==> src/design/bqc_ram.sv <==
`timescale 1ns / 1ps
`default_nettype none
// ----------------------------------------------------------------------------
// Generic RAM
// One write port, one read port with registered read data.
// ----------------------------------------------------------------------------
module bqc_ram #(
	parameter int WIDTH = 8,
	parameter int DEPTH = 4,
	localparam int AW = (DEPTH > 1) ? $clog2(DEPTH) : 1
) (
	input  wire logic                  clk,
	input  wire logic                  we,
	input  wire logic [AW-1:0]         waddr,
	input  wire logic [WIDTH-1:0]      wdata,
	input  wire logic                  re,
	input  wire logic [AW-1:0]         raddr,
	output      logic [WIDTH-1:0]      rdata
);
	logic [WIDTH-1:0] mem_q [DEPTH];
	logic [WIDTH-1:0] rdata_q;

	always_ff @(posedge clk) begin
		if (we) begin
			mem_q[waddr] <= wdata;
		end
		if (re) begin
			rdata_q <= mem_q[raddr];
		end
	end

	assign rdata = rdata_q;
endmodule
`default_nettype wire

==> config.mk <==
export PLATFORM = sky130hd
export DESIGN_NAME = bqc_ram
export DESIGN_NICKNAME = d
export VERILOG_FILES = /design/src/design/bqc_ram.sv
export SDC_FILE = /design/constraint.sdc
export NUM_CORES = 1
export LEC_CHECK = 0
export BUFFER_PORTS_ARGS = -buffer_cell sky130_fd_sc_hd__buf_2
export CORE_MARGIN = 2
export CORE_UTILIZATION = 45
export CTS_CLUSTER_SIZE = 8
export DETAILED_ROUTE_END_ITERATION = 12
export PLACE_DENSITY = 0.64
export RECOVER_POWER = 50
export SLEW_MARGIN = 20
export SYNTH_ARGS = -nofsm -noshare
export SYNTH_HDL_FRONTEND = slang
export SYNTH_SLANG_ARGS = --single-unit
==> constraint.sdc <==
create_clock -name clk -period 1.4 [get_ports clk]
set_input_delay 0.14 -clock clk [delete_from_list [all_inputs] [get_ports clk]]
set_output_delay 0.14 -clock clk [all_outputs]
set_load 0.03 [all_outputs]
* Yosys cells after proc, flatten, opt, wreduce, memory -nomap -nowiden
Memory sizes are Yosys's and may differ from the RTL's. A register that Yosys moved wholly into a read port is not among the register bits. Cells that the tools add are included.
Cells by class: add/sub/neg operators 0, $mul 0, div/mod/pow operators 0, $lt $le $gt $ge 0, equal/unequal tests 0, shift operators 0, multiplexer cells 2, bitwise operators 0, reductions and logical operators 0
Operators by type and width (number):
- two-way mux 1 bit | 2
Storage, ports and cells: flip-flop bits (word level) 0, bits in latches 0, bits in writable memories 32, ROM bits 0, input bits 15, output and inout port bits 8, word-level logic and storage cells 3, memories kept 1
Memories:
- mem_q | depth 4, bits a word 8, read ports 1, clocked after Yosys merged registers in 1, wr ports 1, RTL line 20 | logic [WIDTH-1:0] mem_q [DEPTH];

* Depth between registers and ports, before layout
word-level depth 2, gate-level depth with buffers 2, depth with buffers taken out 1

* Worst setup path after synthesis
OpenSTA, ideal clock, no wires.
path kind input-to-reg, from input port waddr[0], to memory mem_q[0][0], enable pin, setup time 0.385 ns, arrival 0.819 ns, required time 1.015 ns, setup slack 0.196 ns, cell stages on the path 1, buffers on the path 0, cell sequence nor3b_1
RTL lines:
- from (decl) | RTL line 14 | input wire logic [AW-1:0] waddr,
- to (decl) | RTL line 20
Straight into the memory's write port.

* Worst setup path after layout
from memory mem_q[0][3], to register rdata_q[3], in the netlist rdata[3], read port of mem_q, data pin
RTL lines:
- to (decl) | RTL line 21 | logic [WIDTH-1:0] rdata_q;
No word-level cell between the ends.

==> reports/results.ini <==
[global_routing]
grt_first_pass_wirelength_um = 3150
antenna_found_initial = 0
grt.overflow.total = 0
grt_max_degree = 12
grt_usage_pct = 13.6
grt_pass1_vias = 646

[setup_path]
cpMaxStageDelayCell = mux4_2
path_buf_inv = 0
endpoint = rdata[3]
r2r-end = rdata[3]
startpoint_type = flip-flop
crit_type = flip-flop to flip-flop
required_ps = 1490
worst-path-max-fanout = 1
r2r_start = mem_q[0][3]
r2r_cells = 1
path_depth = 1
crit_arrival_ps = 1190
max_stage_delay_ps = 460
cp_cell_sequence = mux4_2
worstSetupEndpointType = flip-flop
startpoint = mem_q[0][3]
rrSetupSlack_ps = 300
critPathTopFamily = multiplexers

[timing]
tightest_slew_ps = 509
slew_viol_final = 0
fmax_ghz = 0.909
slew_headroom_pct = 66.1
min_period_over_period_pct = 78.6
period_needed_ps = 1100
rsz0062_at_grt = false
setup_viol = 0
finalSetupTns_ps = 0
finClkSkew_ps = 4.93
hold_viol = 0
fin_ws_ps = 300

[worst_hold_path]
worstHoldStart = wdata[6]
min_path_type = input port to flip-flop

[route]
dr.pass1.iters = 4
dr.first_iter.drc_count = 19
vias_per_cell = 4.82
vias = 617
ant_nets = 0
routed_wl_um = 1960
drc = 0
wl_per_cell_um = 15.3

[power_and_ir_drop]
leakage_nw = 0.538
p_seq_share_pct = 67.3
clock_power_share_pct = 25.3
cell_internal_pwr_mw = 1.64
p_sw_uw = 439
swShare_pct = 21.1
power_mw = 2.08
p_comb_share_pct = 7.4
p_per_area_nw_per_um2 = 1280
irDropWorstVdd_uv = 617

[yosys]
syn_inst = 54
synth_top_family_by_area = multiplexers
synth_compound_area_share_pct = 0
yosysSeqAreaShare_pct = 84.1
synth_mux_area_share_pct = 12.6
yosys.area_share.xor_xnor_pct = 0
syn_nets = 69
synthSimpleGateAreaFrac_pct = 2.19
avgSynthCellArea_um2 = 26.5
synth_area_um2 = 1430
synthAdderAreaFrac_pct = 0
ys_types = 7
ys_ff_latch = 40
yosysWarnings = 0

[floorplanning]
core_area_um2 = 3030
die_area_um2 = 3640
io_pins = 23
die_h_um = 60.4
die_w_um = 60.4
initial_core_util_pct = 47.2
rows = 20

[cts]
clk_pin_slew_ps = 110
clock-sinks = 40
postCtsSetupBuffers = 0
htreeDepth = 2
cts_made_buffers = 5
insertion_delay_ps = 330
cts-root-buf = clkbuf_4
cts_tree = done
clockBufferDepth = 2

[layout]
drive_gt1_share_pct = 31.0
layout.cells.non_filler = 128
nets = 98
fin_util_pct = 53.8
num_antenna_cells = 0
area_growth_pct = 14.0

[placement]
numPortBuffers = 22
post-place-ws_ps = 158
gp_congestion = 0.671
dp_hpwl_um = 1300
dp_cells = 119

[run]
drv_cap = 0

[run_status]
status = finished clean

-- state kept, by name (all words and copies together) (netlist names) --
signal / count
mem_q: 32
rdata: 8
-- stage by stage --
stage	instance area, µm²	hold WS, ps
floorplan	1430	239
global placement	1590	353
detailed placement	1590	359
CTS	1630	1.08
global route	1630	57.0
finish	1630	51.7
-- worst min path at each step --
stage | end | slack, ps | cells past startpoint
floorplan | mem_q[0][0] | 240 | 0
CTS | mem_q[3][5] | 1 | 1
finish | mem_q[3][6] | 50 | 1
detailed placement | mem_q[3][5] | 360 | 1
global placement | mem_q[3][5] | 350 | 1
global route | mem_q[3][6] | 60 | 1
-- cell type report --
type	instances	area, µm²
clock buffer	7	45.0
tap	44	55.1
clock inverter	1	3.75
multi-input combinational	12	211
fill	240	1400
timing repair buffer	24	113
sequential	40	1200
-- cells in the final DEF, fill, tap and decap left out --
| cell type | instances |
|---|---|
| clkbuf_4 | 5 |
| mux4_2 | 8 |
| dlygate4sd3_1 | 1 |
| clkinv_1 | 1 |
| edfxtp_1 | 40 |
| buf_2 | 13 |
| and3b_1 | 2 |
| nor3b_1 | 1 |
| and3_1 | 1 |
| clkbuf_1 | 12 |
-- power groups by stage --
| stage | clock network [mW] | logic [mW] | registers, mW |
|---|---|---|---|
| floorplan | 0 | 0.0617 | 1.47 |
| global placement | 0 | 0.154 | 1.43 |
| detailed placement | 0 | 0.159 | 1.43 |
| CTS | 0.544 | 0.159 | 1.40 |
| global route | 0.601 | 0.167 | 1.41 |
| finish | 0.527 | 0.153 | 1.40 |
-- metal layers --
| layer | vias to the layer above | GRT usage (%) | share of wire, % | routed length (µm) |
|---|---|---|---|---|
| li1 | 288 | - | - | - |
| met3 | 8 | 4.48 | 3.5 | 69 |
| met1 | 305 | 15.0 | 39 | 769 |
| met4 | 0 | 9.52 | 2.7 | 53 |
| met2 | 16 | 22.4 | 54 | 1060 |
| met5 | - | 0 | 0 | 0 |
-- cell families after synthesis --
logic type             Yosys count
buffers and inverters            2
muxes                            8
and+or+nand+nor                  4
DFF                             40
-- cells in the mapped netlist --
cell       n  area share (%)
clkbuf_2   1            0.35
mux4_2     8              13
buf_6      1            0.79
nor3b_1    1            0.53
edfxtp_1  40              84
and3b_1    2             1.2
and3_1     1            0.44
-- timing repair --
action,in CTS,in global routing
hold buffers,0,1
hold endpoints to repair,0,4
resized for setup,0,0
Note: power is estimated with default switching activity, not from simulation.
