<file path="src/design/bqc_pkg.sv">
`timescale 1ns / 1ps
`default_nettype none
// ----------------------------------------------------------------------------
// Biquad cascade package
// Widths, register indexes, reset coefficients, sequencer states and the
// control bundle shared by the biquad cascade modules.
// ----------------------------------------------------------------------------
package bqc_pkg;

	localparam int SECTIONS  = 4;
	localparam int FRAC_BITS = 16;
	localparam int DATA_W    = 32;
	localparam int PROD_W    = 2 * DATA_W;
	localparam int ACC_W     = 2 * DATA_W + 3;
	localparam int SEC_W     = (SECTIONS > 1) ? $clog2(SECTIONS) : 1;
	localparam int CFG_IDX_W = 3;
	localparam int LATENCY   = 4 * SECTIONS + 1;

	typedef logic signed [DATA_W-1:0] word_t;

	localparam logic [CFG_IDX_W-1:0] REG_B0 = 3'd0;
	localparam logic [CFG_IDX_W-1:0] REG_B1 = 3'd1;
	localparam logic [CFG_IDX_W-1:0] REG_B2 = 3'd2;
	localparam logic [CFG_IDX_W-1:0] REG_A1 = 3'd3;
	localparam logic [CFG_IDX_W-1:0] REG_A2 = 3'd4;

	localparam word_t RST_B0 = 32'sd6398;
	localparam word_t RST_B1 = 32'sd0;
	localparam word_t RST_B2 = -32'sd6398;
	localparam word_t RST_A1 = -32'sd99212;
	localparam word_t RST_A2 = 32'sd52739;

	localparam word_t WORD_MAX = {1'b0, {(DATA_W-1){1'b1}}};
	localparam word_t WORD_MIN = {1'b1, {(DATA_W-1){1'b0}}};

	typedef struct packed {
		word_t b0;
		word_t b1;
		word_t b2;
		word_t a1;
		word_t a2;
	} coef_t;

	typedef enum logic [2:0] {
		ST_IDLE,
		ST_MUL,
		ST_FB,
		ST_FF,
		ST_WB
	} state_t;

	typedef struct packed {
		logic             ld_in;
		logic             rd_en;
		logic [SEC_W-1:0] rd_addr;
		logic             mul_en;
		logic             fb_en;
		logic             ff_en;
		logic             wb_en;
		logic [SEC_W-1:0] wr_addr;
		logic             out_ld;
		logic             entry_vld;
	} ctl_t;

	// Clamp a wide signed value to the signed word range.
	function automatic word_t sat_word(input logic signed [ACC_W-1:0] v);
		logic [ACC_W-DATA_W:0] top;
		top = v[ACC_W-1:DATA_W-1];
		if ((&top) || !(|top)) begin
			return v[DATA_W-1:0];
		end else if (v[ACC_W-1]) begin
			return WORD_MIN;
		end else begin
			return WORD_MAX;
		end
	endfunction

endpackage
`default_nettype wire

</file>
<file path="src/design/bqc_if.sv">
`timescale 1ns / 1ps
`default_nettype none


interface bqc_cfg_if;
	logic                              valid;
	logic                              ready;
	logic [bqc_pkg::CFG_IDX_W-1:0]     index;
	logic [bqc_pkg::DATA_W-1:0]        data;
	modport source (output valid, output index, output data, input ready);
	modport sink   (input valid, input index, input data, output ready);
endinterface
`default_nettype wire

</file>
<file path="src/design/bqc_cfg.sv">
`timescale 1ns / 1ps
`default_nettype none
// ----------------------------------------------------------------------------
// Biquad cascade coefficient registers
// Holds b0, b1, b2, a1, a2; always ready for a write transfer.
// ----------------------------------------------------------------------------
module bqc_cfg (
	input  wire logic           clk,
	input  wire logic           arst_n,
	bqc_cfg_if.sink             cfg,
	output      bqc_pkg::coef_t coef
);
	bqc_pkg::coef_t coef_q;

	assign cfg.ready = 1'b1;

	always_ff @(posedge clk or negedge arst_n) begin
		if (!arst_n) begin
			coef_q.b0 <= bqc_pkg::RST_B0;
			coef_q.b1 <= bqc_pkg::RST_B1;
			coef_q.b2 <= bqc_pkg::RST_B2;
			coef_q.a1 <= bqc_pkg::RST_A1;
			coef_q.a2 <= bqc_pkg::RST_A2;
		end else if (cfg.valid) begin
			unique case (cfg.index)
				bqc_pkg::REG_B0: coef_q.b0 <= cfg.data;
				bqc_pkg::REG_B1: coef_q.b1 <= cfg.data;
				bqc_pkg::REG_B2: coef_q.b2 <= cfg.data;
				bqc_pkg::REG_A1: coef_q.a1 <= cfg.data;
				bqc_pkg::REG_A2: coef_q.a2 <= cfg.data;
				default: ;  // drop writes to unknown indexes
			endcase
		end
	end

	assign coef = coef_q;
endmodule
`default_nettype wire

</file>
<file path="src/flat_wrapper.sv">
// flat-port wrapper written by rule: the top's interface ports become plain ports
module bqc_cfg_flat 
  (clk, arst_n, coef, cfg_valid, cfg_index, cfg_data, cfg_ready);
  bqc_cfg_if cfg_i ();
  input  wire logic clk;
  input  wire logic arst_n;
  output      bqc_pkg::coef_t coef;
  input wire logic [$bits(cfg_i.valid)-1:0] cfg_valid;
  input wire logic [$bits(cfg_i.index)-1:0] cfg_index;
  input wire logic [$bits(cfg_i.data)-1:0] cfg_data;
  output wire logic [$bits(cfg_i.ready)-1:0] cfg_ready;
  assign cfg_i.valid = cfg_valid;
  assign cfg_i.index = cfg_index;
  assign cfg_i.data = cfg_data;
  assign cfg_ready = cfg_i.ready;
  bqc_cfg u_core (.clk(clk), .arst_n(arst_n), .cfg(cfg_i), .coef(coef));
endmodule
</file>
<file path="config.mk">
export PLATFORM = sky130hd
export DESIGN_NAME = bqc_cfg_flat
export DESIGN_NICKNAME = d
export VERILOG_FILES = /design/src/design/bqc_pkg.sv /design/src/design/bqc_if.sv /design/src/design/bqc_cfg.sv /design/src/flat_wrapper.sv
export SDC_FILE = /design/constraint.sdc
export NUM_CORES = 1
export LEC_CHECK = 0
export BUFFER_PORTS_ARGS = -buffer_cell sky130_fd_sc_hd__buf_2
export CELL_PAD_IN_SITES_DETAIL_PLACEMENT = 1
export CELL_PAD_IN_SITES_GLOBAL_PLACEMENT = 1
export CORE_ASPECT_RATIO = 0.7
export CORE_UTILIZATION = 30
export DETAILED_ROUTE_END_ITERATION = 8
export PLACE_DENSITY_LB_ADDON = 0.15
export SLEW_MARGIN = 20
export SYNTH_ARGS = -nofsm -noshare
export SYNTH_HDL_FRONTEND = slang
export SYNTH_SLANG_ARGS = --single-unit
</file>
<file path="constraint.sdc">
create_clock -name clk -period 0.8 [get_ports clk]
set_input_delay 0 -clock clk [delete_from_list [all_inputs] [get_ports clk]]
set_output_delay 0 -clock clk [all_outputs]
set_load 0.005 [all_outputs]
</file>
# == After elaboration in Yosys (flattened, before gate mapping) ==
# Cells that the tools add are included.
# word_totals
output_inout_bits,161
ff_bits,160
word_cells,15
input_bits,38
# op_classes
n_eq_ne,4
reduce_logical,6
# ops
operator,count
AND reduction 2 bit,5
== test 3 x 2 -> 1 bit (second input constant),2
== test 3 x 1 -> 1 bit (second input constant),1
== test 3 bit (second input constant),1
logical NOT 3 bit,1

# == Longest topological paths before layout ==
# logic_depth
word_depth,2
ltp_mapped,4
ltp_nobuf,2

# == Worst setup path after synthesis ==
# Ideal clock, no wire load.
# synth_path
path_type,input to register
from,input cfg_index[0]
to,register u_core.coef_q (netlist bit u_core.coef[136])
path_stages,3
setup_time_ns,0.125
arrival_ns,0.923
path_buffers,1
slack_ns,-0.248
t_required_ns,0.675
cell_sequence,nor4b_4 -> buf_6 -> mux2_2
# synth_via
elab_chain_cells,2
# synth_rtl
item,line,rtl
start: declaration,flat_wrapper.sv:9,input wire logic [$bits(cfg_i.index)-1:0] cfg_index;
logical NOT 3 bit,bqc_cfg.sv:25,unique case (cfg.index)
AND reduction 2 bit (no line),-,
end: declaration,bqc_cfg.sv:13,bqc_pkg::coef_t coef_q;
# Every way passes these cells.
# A chain may end at the register's enable or synchronous reset.

# == Worst setup path in the final report ==
# layout_path
from,register u_core.coef_q (netlist bit u_core.coef[140])
to,output coef[140] in the netlist's numbering
# layout_lines
item,line,rtl
end: declaration,flat_wrapper.sv:7,output bqc_pkg::coef_t coef;
# No word-level cell between the ends.

==> results.yml <==
outcome:
  status: "complete, but fails checks"
  violations: "negative setup slack"
yosys:
  synth_warnings: 0
  syn_inst: 345
  synth_nets: 383
  synth_area_per_cell_um2: 18.2
  netlist_area_um2: 6270
  ys_seq_elements: 160
  synth_cell_types: 14
  synth-seq-area-share: 0.651
critical_path:
  cpPeakStageDelay_ps: 570
  worst_ep_arrival_time_ps: 1080
  cp-end-kind: "output pin"
  path_buf_inv: 1
  cp-start-kind: "flop"
  cp_max_fo: 2
  required_ps: 800
  path_delay_family: "flip-flops"
  slowest_stage: "dfstp_2"
  critPathKind: "reg2out"
  path_cells: "buf_6"
finish:
  final_cell_mix: "buf_2, mux2_4, dfrtp_1"
  largest_register_ffs: 160
  mostFrequentLayoutCell: "buf_2"
  layout-drive-gt1-share: 0.799
  area_growth_pct: 61.5
  final_nets: 708
  diodes: 0
global_route:
  grt.met2_usage: 0.281
  grt_busiest_layer: "met2"
  first_global_vias: 4594
  met3_usage: 0.0593
  grt_overflow: 0
  antenna_found_initial: 0
  grt_util_met1: 0.223
  grt_util_all_layers: 0.174
  grt_max_degree: 37
  grt_pass1_wl_mm: 27.8
cts:
  cts_buffer_depth: 2
  numClockSinks: 160
  cts_hold_buffers: 33
  cts_root_buf: "clkbuf_16"
  clk_pin_slew_ps: 60
  h-tree-depth: 4
  cts_buffers: 17
  cts_tree: "built"
  clock_latency_ps: 410
floorplanning:
  die_h_um: 123
  die-area_um2: 21500
  dieWidth_um: 175
  start_util: 0.312
  core_region_area_um2: 20100
  pin_count: 199
  rows: 43
worst_hold_path:
  min_path_type: "in2async"
sta:
  max_freq_mhz: 926
  hold_viol: 0
  min_period_over_period: 1.35
  finalWorstSetupSlack_ps: -280
  slew_violations: 0
  setup_violations: 228
  holdWs_ps: 1.63
  clock_skew_ps: 0
  rsz0062_at_grt: "true"
  fin_crit_ps: 1080
pwr:
  p_per_area_nw_per_um2: 2720
  power_mw: 27.5
  p_leak_nw: 4.78
  ir_worst_vdd_v: 0.00125
detailed_routing:
  wl_mm: 18.7
  wl_per_cell_um: 19.6
  drtIter0Drc: 108
  ant_nets: 0
  drc: 0
  via_count: 4166
  vias_per_cell: 4.37
  first_pass_iters: 4
place:
  gp_congestion: 0.755
  numPortBuffers: 197
  dp_hpwl_mm: 11.1
flow_run:
  maxCapViolCount: 0
-- synth_stat cells --
library cell | count | share of area
mux2_2 | 121 | 0.22
dfrtp_1 | 97 | 0.39
dfstp_2 | 63 | 0.26
mux2_4 | 30 | 0.072
buf_6 | 10 | 0.018
mux2_1 | 9 | 0.016
buf_2 | 4 | 0.0032
buf_12 | 3 | 0.0096
buf_4 | 2 | 0.0024
nor4bb_1 | 2 | 0.0032
and4bb_1 | 1 | 0.0020
conb_1 | 1 | 0.00060
nand4b_1 | 1 | 0.0014
nor4b_4 | 1 | 0.0038
-- area by class of cell --
| type | count | area, um2 |
|---|---|---|
| Clock buffer | 21 | 450 |
| Clock inverter | 11 | 155 |
| Multi-Input combinational cell | 166 | 2290 |
| Sequential cell | 160 | 4080 |
| Fill cell | 1971 | 9990 |
| Tap cell | 270 | 338 |
| Timing Repair Buffer | 325 | 2810 |
-- worst reg2reg max path, cell delays in order (launching register included) --
cell and delay [ps]:
dfrtp_1 400, buf_4 140, mux2_4 260
-- through the flow --
stage,setup WS [ps],setup TNS (ps),std cells,utilization,area (um2)
after floorplan,-248,-26390,345,-,6540
after global placement,-608,-70280,809,0.393,7910
after detailed placement,-629,-72380,809,0.393,7910
after CTS,-302,-35630,928,0.477,9590
after global routing,-330,-42790,953,0.503,10100
final,-280,-33290,953,0.503,10100
-- final timing paths --
check,slack [ps],cells past startpoint,endpoint,from
setup reg to reg,-110,2,u_core.coef[136],u_core.coef[136]
hold reg to reg,500,1,u_core.coef[48],u_core.coef[48]
setup / recovery,-280,1,coef[140],u_core.coef[140]
hold / removal,2,2,u_core.coef[157],arst_n
min in group clk,240,5,u_core.coef[24],cfg_index[0]
max in group asynchronous,240,3,u_core.coef[131],arst_n
-- cell families (layout without fill, tap and decap cells) --
logic type             after synthesis  in the layout  synth area share
multiplexers                       160            160             0.305
flip-flops                         160            160             0.651
buffers and inverters               19            357            0.0331
AND/OR/NAND/NOR                      5              5            0.0104
other                                1              1          0.000598
-- per-layer routing --
metal  vias to the layer above  part of all wire
met2                       126              0.48
li1                       1859                 -
met3                        15             0.057
met5                         -                 0
met4                         0             0.011
met1                      2166              0.45
-- where the power goes --
part           total (mW)  internal, mW  leakage [nW]  switching (mW)
clock                8.39          5.04         0.293            3.35
sequential           11.6          10.4          1.83            1.20
combinational        7.55          5.21          2.66            2.34
total                27.5          20.7          4.78            6.88
-- repair_timing --
item,in CTS,in global routing
endpoints found under the hold margin,320,5
endpoints found under the setup margin,238,245
gates cloned,3,3
pin swaps,2,3
gates resized for setup,69,66
buffers inserted,51,25
Note: power is estimated with default switching activity, not from simulation.
