===== src/design/bqc_pkg.sv =====
`timescale 1ns / 1ps
`default_nettype none
// ----------------------------------------------------------------------------
// Biquad cascade package
// Widths, register indexes, reset coefficients, sequencer states and the
// control bundle shared by the biquad cascade modules.
// ----------------------------------------------------------------------------
package bqc_pkg;

	localparam int SECTIONS  = 4;
	localparam int FRAC_BITS = 16;
	localparam int DATA_W    = 32;
	localparam int PROD_W    = 2 * DATA_W;
	localparam int ACC_W     = 2 * DATA_W + 3;
	localparam int SEC_W     = (SECTIONS > 1) ? $clog2(SECTIONS) : 1;
	localparam int CFG_IDX_W = 3;
	localparam int LATENCY   = 4 * SECTIONS + 1;

	typedef logic signed [DATA_W-1:0] word_t;

	localparam logic [CFG_IDX_W-1:0] REG_B0 = 3'd0;
	localparam logic [CFG_IDX_W-1:0] REG_B1 = 3'd1;
	localparam logic [CFG_IDX_W-1:0] REG_B2 = 3'd2;
	localparam logic [CFG_IDX_W-1:0] REG_A1 = 3'd3;
	localparam logic [CFG_IDX_W-1:0] REG_A2 = 3'd4;

	localparam word_t RST_B0 = 32'sd6398;
	localparam word_t RST_B1 = 32'sd0;
	localparam word_t RST_B2 = -32'sd6398;
	localparam word_t RST_A1 = -32'sd99212;
	localparam word_t RST_A2 = 32'sd52739;

	localparam word_t WORD_MAX = {1'b0, {(DATA_W-1){1'b1}}};
	localparam word_t WORD_MIN = {1'b1, {(DATA_W-1){1'b0}}};

	typedef struct packed {
		word_t b0;
		word_t b1;
		word_t b2;
		word_t a1;
		word_t a2;
	} coef_t;

	typedef enum logic [2:0] {
		ST_IDLE,
		ST_MUL,
		ST_FB,
		ST_FF,
		ST_WB
	} state_t;

	typedef struct packed {
		logic             ld_in;
		logic             rd_en;
		logic [SEC_W-1:0] rd_addr;
		logic             mul_en;
		logic             fb_en;
		logic             ff_en;
		logic             wb_en;
		logic [SEC_W-1:0] wr_addr;
		logic             out_ld;
		logic             entry_vld;
	} ctl_t;

	// Clamp a wide signed value to the signed word range.
	function automatic word_t sat_word(input logic signed [ACC_W-1:0] v);
		logic [ACC_W-DATA_W:0] top;
		top = v[ACC_W-1:DATA_W-1];
		if ((&top) || !(|top)) begin
			return v[DATA_W-1:0];
		end else if (v[ACC_W-1]) begin
			return WORD_MIN;
		end else begin
			return WORD_MAX;
		end
	endfunction

endpackage
`default_nettype wire


===== src/design/bqc_ctrl.sv =====
`timescale 1ns / 1ps
`default_nettype none
// ----------------------------------------------------------------------------
// Biquad cascade sequencer
// Walks the sections through read, multiply, feedback, feedforward and
// write-back steps; tracks which delay entries hold written data.
// ----------------------------------------------------------------------------
module bqc_ctrl (
	input  wire logic          clk,
	input  wire logic          arst_n,
	input  wire logic          in_valid,
	output      logic          in_ready,
	input  wire logic          out_ready,
	output      logic          out_valid,
	output      bqc_pkg::ctl_t ctl
);
	bqc_pkg::state_t                state_q, state_d;
	logic [bqc_pkg::SEC_W-1:0]      sec_q;
	logic [bqc_pkg::SECTIONS-1:0]   vld_q;
	logic                           entry_vld_s1;
	logic                           out_valid_q;
	logic                           last;
	logic                           stall;

	assign last     = (sec_q == bqc_pkg::SEC_W'(bqc_pkg::SECTIONS - 1));
	assign stall    = out_valid_q && !out_ready;
	assign in_ready = (state_q == bqc_pkg::ST_IDLE);
	assign out_valid = out_valid_q;

	always_comb begin
		state_d = state_q;
		unique case (state_q)
			bqc_pkg::ST_IDLE: if (in_valid) state_d = bqc_pkg::ST_MUL;
			bqc_pkg::ST_MUL:  state_d = bqc_pkg::ST_FB;
			bqc_pkg::ST_FB:   state_d = bqc_pkg::ST_FF;
			bqc_pkg::ST_FF:   state_d = bqc_pkg::ST_WB;
			bqc_pkg::ST_WB: begin
				if (!last) begin
					state_d = bqc_pkg::ST_MUL;
				end else if (!stall) begin
					state_d = bqc_pkg::ST_IDLE;
				end
			end
			default: state_d = bqc_pkg::ST_IDLE;
		endcase
	end

	always_comb begin
		ctl           = '0;
		ctl.wr_addr   = sec_q;
		ctl.entry_vld = entry_vld_s1;
		unique case (state_q)
			bqc_pkg::ST_IDLE: begin
				ctl.ld_in   = in_valid;
				ctl.rd_en   = in_valid;
				ctl.rd_addr = '0;
			end
			bqc_pkg::ST_MUL: ctl.mul_en = 1'b1;
			bqc_pkg::ST_FB:  ctl.fb_en  = 1'b1;
			bqc_pkg::ST_FF:  ctl.ff_en  = 1'b1;
			bqc_pkg::ST_WB: begin
				// hold the last section until the result register frees up
				ctl.wb_en   = !(last && stall);
				ctl.out_ld  = last && !stall;
				ctl.rd_en   = !last;
				ctl.rd_addr = sec_q + 1'b1;
			end
			default: ;
		endcase
	end

	always_ff @(posedge clk or negedge arst_n) begin
		if (!arst_n) begin
			state_q      <= bqc_pkg::ST_IDLE;
			sec_q        <= '0;
			vld_q        <= '0;
			entry_vld_s1 <= 1'b0;
			out_valid_q  <= 1'b0;
		end else begin
			state_q <= state_d;
			if (state_q == bqc_pkg::ST_IDLE && in_valid) begin
				sec_q <= '0;
			end else if (state_q == bqc_pkg::ST_WB && !last) begin
				sec_q <= sec_q + 1'b1;
			end
			if (ctl.wb_en) begin
				vld_q[ctl.wr_addr] <= 1'b1;
			end
			if (ctl.rd_en) begin
				entry_vld_s1 <= vld_q[ctl.rd_addr];
			end
			if (ctl.out_ld) begin
				out_valid_q <= 1'b1;
			end else if (out_ready) begin
				out_valid_q <= 1'b0;
			end
		end
	end
endmodule
`default_nettype wire


===== config.mk =====
export PLATFORM = sky130hd
export DESIGN_NAME = bqc_ctrl
export DESIGN_NICKNAME = d
export VERILOG_FILES = /design/src/design/bqc_pkg.sv /design/src/design/bqc_ctrl.sv
export SDC_FILE = /design/constraint.sdc
export NUM_CORES = 1
export LEC_CHECK = 0
export BUFFER_PORTS_ARGS = -buffer_cell sky130_fd_sc_hd__buf_2
export CAP_MARGIN = 20
export CORE_AREA = 2 2 39 41
export DETAILED_ROUTE_END_ITERATION = 12
export DIE_AREA = 0 0 41 43
export PLACE_DENSITY = 0.81
export RECOVER_POWER = 50
export SLEW_MARGIN = 20
export SYNTH_ARGS = -nofsm -noshare
export SYNTH_HDL_FRONTEND = slang
export SYNTH_SLANG_ARGS = --single-unit
export TNS_END_PERCENT = 100

===== constraint.sdc =====
create_clock -name clk -period 3.34 [get_ports clk]
set_clock_uncertainty 0.15 [all_clocks]
set_input_delay 1.002 -clock clk [delete_from_list [all_inputs] [get_ports clk]]
set_output_delay 1.002 -clock clk [all_outputs]
set_load 0.01 [all_outputs]

# Word level (Yosys, flattened, before mapping)
# Index checks and enable logic that the tools add are counted.
# op_classes
addsub	1
magnitude_cmp	3
eq_ne	7
n_mux	19
n_bitwise	1
reduce_logical	14
# op_table
operator	count
$pmux W3 S5	1
$mux W1	10
$mux W3	3
$eq A3 B2 Y1 const B	2
$logic_and A1 B1 Y1	6
$lt A2 B3 Y1 const B	2
$pmux W3 S2	1
$logic_not A1 Y1	4
$mux W2	2
$or A4 B4 Y4	1
$reduce_bool A2 Y1	2
$eq A3 B1 Y1 const B	1
$eq A3 B3 Y1 const B	1
$logic_not A3 Y1	1
$ne A3 B3 Y1 const B	1
$add A2 B1 Y2 const B	1
$bmux W1 S2	1
$demux W1 S2	1
$eq A2 B2 Y1 const B	1
$ge A2 B1 Y1 const B	1
$ne A2 B2 Y1 const B	1
$reduce_and A2 Y1	1
# word_totals
register_bits	11
inputBits	4
elab_cells	50

# Depth between registers and ports, before layout
# logic_depth
depth_word	6
depth_mapped	5
depth_no_buf	5

# Worst setup path before layout
# No wires, ideal clock.
# synth_timing
path_kind	input to output
from	input port in_valid
to	output port ctl[10] in the netlist's numbering
t_arrival_ns	1.364
required_ns	2.188
slack_ns	0.824
cell_stages	2
path_cell_list	nand2b_1 a21boi_1
# synth_rtl
item	line	rtl
from (decl)	bqc_ctrl.sv:11	input wire logic in_valid,
to (decl)	bqc_ctrl.sv:15	output bqc_pkg::ctl_t ctl

==> key figures <==
Drt
  – Post-DR vias/cell: 5.21
  – ANT nets after route: 0
  – Drt pass-1 iters: 4
  – Vias: 500
  – WL final: 1.20 mm
  – Avg WL per Cell: 12.5 um
  – # DRC: 0
  – DR iter-0 viols: 9

Final layout
  – Share of cells above drive strength 1: 30.0%
  – Area delta synth->final: 14.9%
  – Nets@finish: 89
  – Filler Cells Inserted: 138
  – Ant. Diodes: 0
  – Commonest non-fill, non-tap cell in the layout: buf_2
  – Most frequent cells in the layout: 16 x buf_2, 11 x dfrtp_1, 5 x nor2_1
  – Post-route insts no fill: 96

Clocking
  – CTS Buffer Depth: 2
  – CTS tree: done
  – Worst-path clk slew: 0.08 ns
  – Clock sinks: 11
  – H-tree depth: 1
  – CTS root buf: clkbuf_4
  – Hold_buf cts: 0
  – Post-CTS resize count: 0
  – Total CTS buffers: 3
  – Number of post-CTS setup repair buffers: 0
  – Worst-Skew Late Latency: 0.27 ns

Synth
  – Post-Syn Area: 647 um^2
  – Multiplexer area fraction after synthesis: 1.74%
  – Synth top area cells: dfrtp_1 43%, ha_1 7.7%, a21o_1 4.6%
  – Syn nets: 71
  – Xor and xnor area share after synthesis: 0%
  – Largest area contributor in the netlist: dfrtp_1
  – YS warnings: 0
  – Cell variety after synth: 33
  – Flop and latch count out of synthesis: 11
  – Seq/Total Area, Yosys: 42.6%
  – Adder-Cell Fraction of Synth Area: 7.74%
  – Synth Instances: 63
  – Synth Area in Compound Gates: 17.4%
  – Mean Syn Cell Area: 10.3 um^2
  – Simple-gate portion of the synthesized area: 25.0%
  – Synth top area share: 42.6%
  – Largest family of logic cells by synthesized area: simple AND/OR/NAND/NOR gates

Global route
  – GRT Total Usage: 16.5%
  – Vias in the first global route: 434
  – First-pass GRT wire length: 1.91 mm
  – Global route overflow: 0
  – Largest net degree at the start of global routing: 15
  – Initial antenna violation count: 0

Floorplanning
  – # IOs: 18
  – Row count: 14
  – Starting Density: 46.7%
  – Die footprint: 1760 um^2
  – Core Area: 1380 um^2
  – Die Width: 41 um
  – Die Ht: 43 um

STA
  – Final period util: 87.3%
  – TNS Setup: 0 ns
  – Final setup viols: 0
  – Final Hold Fails: 0
  – RSZ-0062 raised after global routing: false
  – Tmin final: 2.91 ns
  – Slew @ Worst Pin: 0.597 ns
  – Relative slew slack: 60.2%
  – Max frequency: 343 MHz
  – Max-slew violations: 0

Status
  – Status: complete, no violations

Min path
  – HP Class: flip-flop to flip-flop

Setup path
  – Max FO, Critical Path: 14
  – CP Class: flip-flop to output pin
  – Crit path buf inv count: 1
  – Crit end category: output pin
  – CP Launch Type: flip-flop
  – Critical path arrival: 1.76 ns
  – Critical Path Max Stage Delay: 0.54 ns
  – Slowest stage cell, crit path: dfrtp_1
  – Data required, critical path: 2.19 ns
  – Crit-path leading delay family: flip-flops
  – Critical path cell sequence: or3b_1 > a21oi_1 > buf_2

Power
  – Leak Pwr: 0.361 nW
  – Peak VDD IR: 0.000470 V
  – Power per cell area: 768 nW/um^2
  – Power Total: 0.000570 W

Place
  – DP HPWL: 921 um
  – Placer Congestion: 0.747
  – IO buf count: 17
  – Placed Cells incl. Taps: 92

Run
  – Max Cap Viol: 0
## state kept, by name (all words and copies together) (netlist names)
| name | cells |
|---|---|
| vld_q | 4 |
| state_q | 3 |
| sec_q | 2 |
| entry_vld_s1 | 1 |
| out_valid | 1 |
## per-stage QoR
stage | cell area (um^2) | setup slack, ns | util [%] | hold WS (ns)
floorplan | 647 | 0.824 | - | 0.272
global placement | 723 | 0.600 | 52.3 | 0.282
detailed placement | 723 | 0.574 | 52.3 | 0.297
CTS | 751 | 0.428 | 54.2 | 0.313
global route | 743 | 0.275 | 53.7 | 0.339
finish | 743 | 0.425 | 53.7 | 0.310
## cells in the mapped netlist (all sizes together)
cell     count
a31oi        1
mux2         1
o21ai        2
nor4         1
and3b        1
a21oi        2
ha           4
nor2b        1
or3b         2
inv          2
nand4bb      1
nor2         6
nand2        4
a21o         4
o22ai        1
dfrtp       11
nand2b       3
and2         1
buf          4
nor3b        2
nor3         1
and3         1
a21boi       1
or2          2
a22o         2
o21bai       2
## worst register-to-register path, cell delays in order, from the launching register on
cell and delay [ns]:
dfrtp_1 0.51, ha_1 0.35, nand2b_1 0.17, a21boi_1 0.24, nor2_1 0.08, a31oi_2 0.13
## layer usage
metal  GRT usage [%]  share of wire, %
met1            23.7                47
met2            22.2                47
met3            3.14               4.8
met4            10.0              0.83
met5               0                 0
## area by class of cell
type	instances	area, um^2	area share [%]
repair buffers	17	83.8	11.3
well taps	16	20.0	2.69
flip-flops and latches	11	275	37.0
clock buffers	3	22.5	3.03
clock inverters	1	5.00	0.673
inverters	2	7.51	1.01
multi-input cells	46	329	44.3
## where the power goes
group | internal (W) | leakage, nW | switching [W]
Clock | 0.0000442 | 0.0177 | 0.0000469
Sequential | 0.000162 | 0.123 | 0.0000659
Combinational | 0.000125 | 0.220 | 0.000127
## worst paths after layout
path                            slack [ns]       start           end  depth (start not counted)
max in group asynchronous             2.09      arst_n    state_q[0]                          1
worst max-delay path                  0.43  state_q[2]        ctl[4]                          3
min in group asynchronous             0.55      arst_n      vld_q[0]                          1
worst min register to register        0.31    vld_q[2]      vld_q[2]                          1
worst min-delay path                  0.31    vld_q[2]      vld_q[2]                          1
worst max register to register        1.62    sec_q[0]  entry_vld_s1                          5
## cell families (layout without fill, tap and decap cells)
family	count (synthesis)	in the layout
mux	1	1
buf+inv	6	23
compound gates	15	15
flops	11	11
simple gates	26	26
fa+ha+maj	4	4
Power figures use the tool's default switching activity.
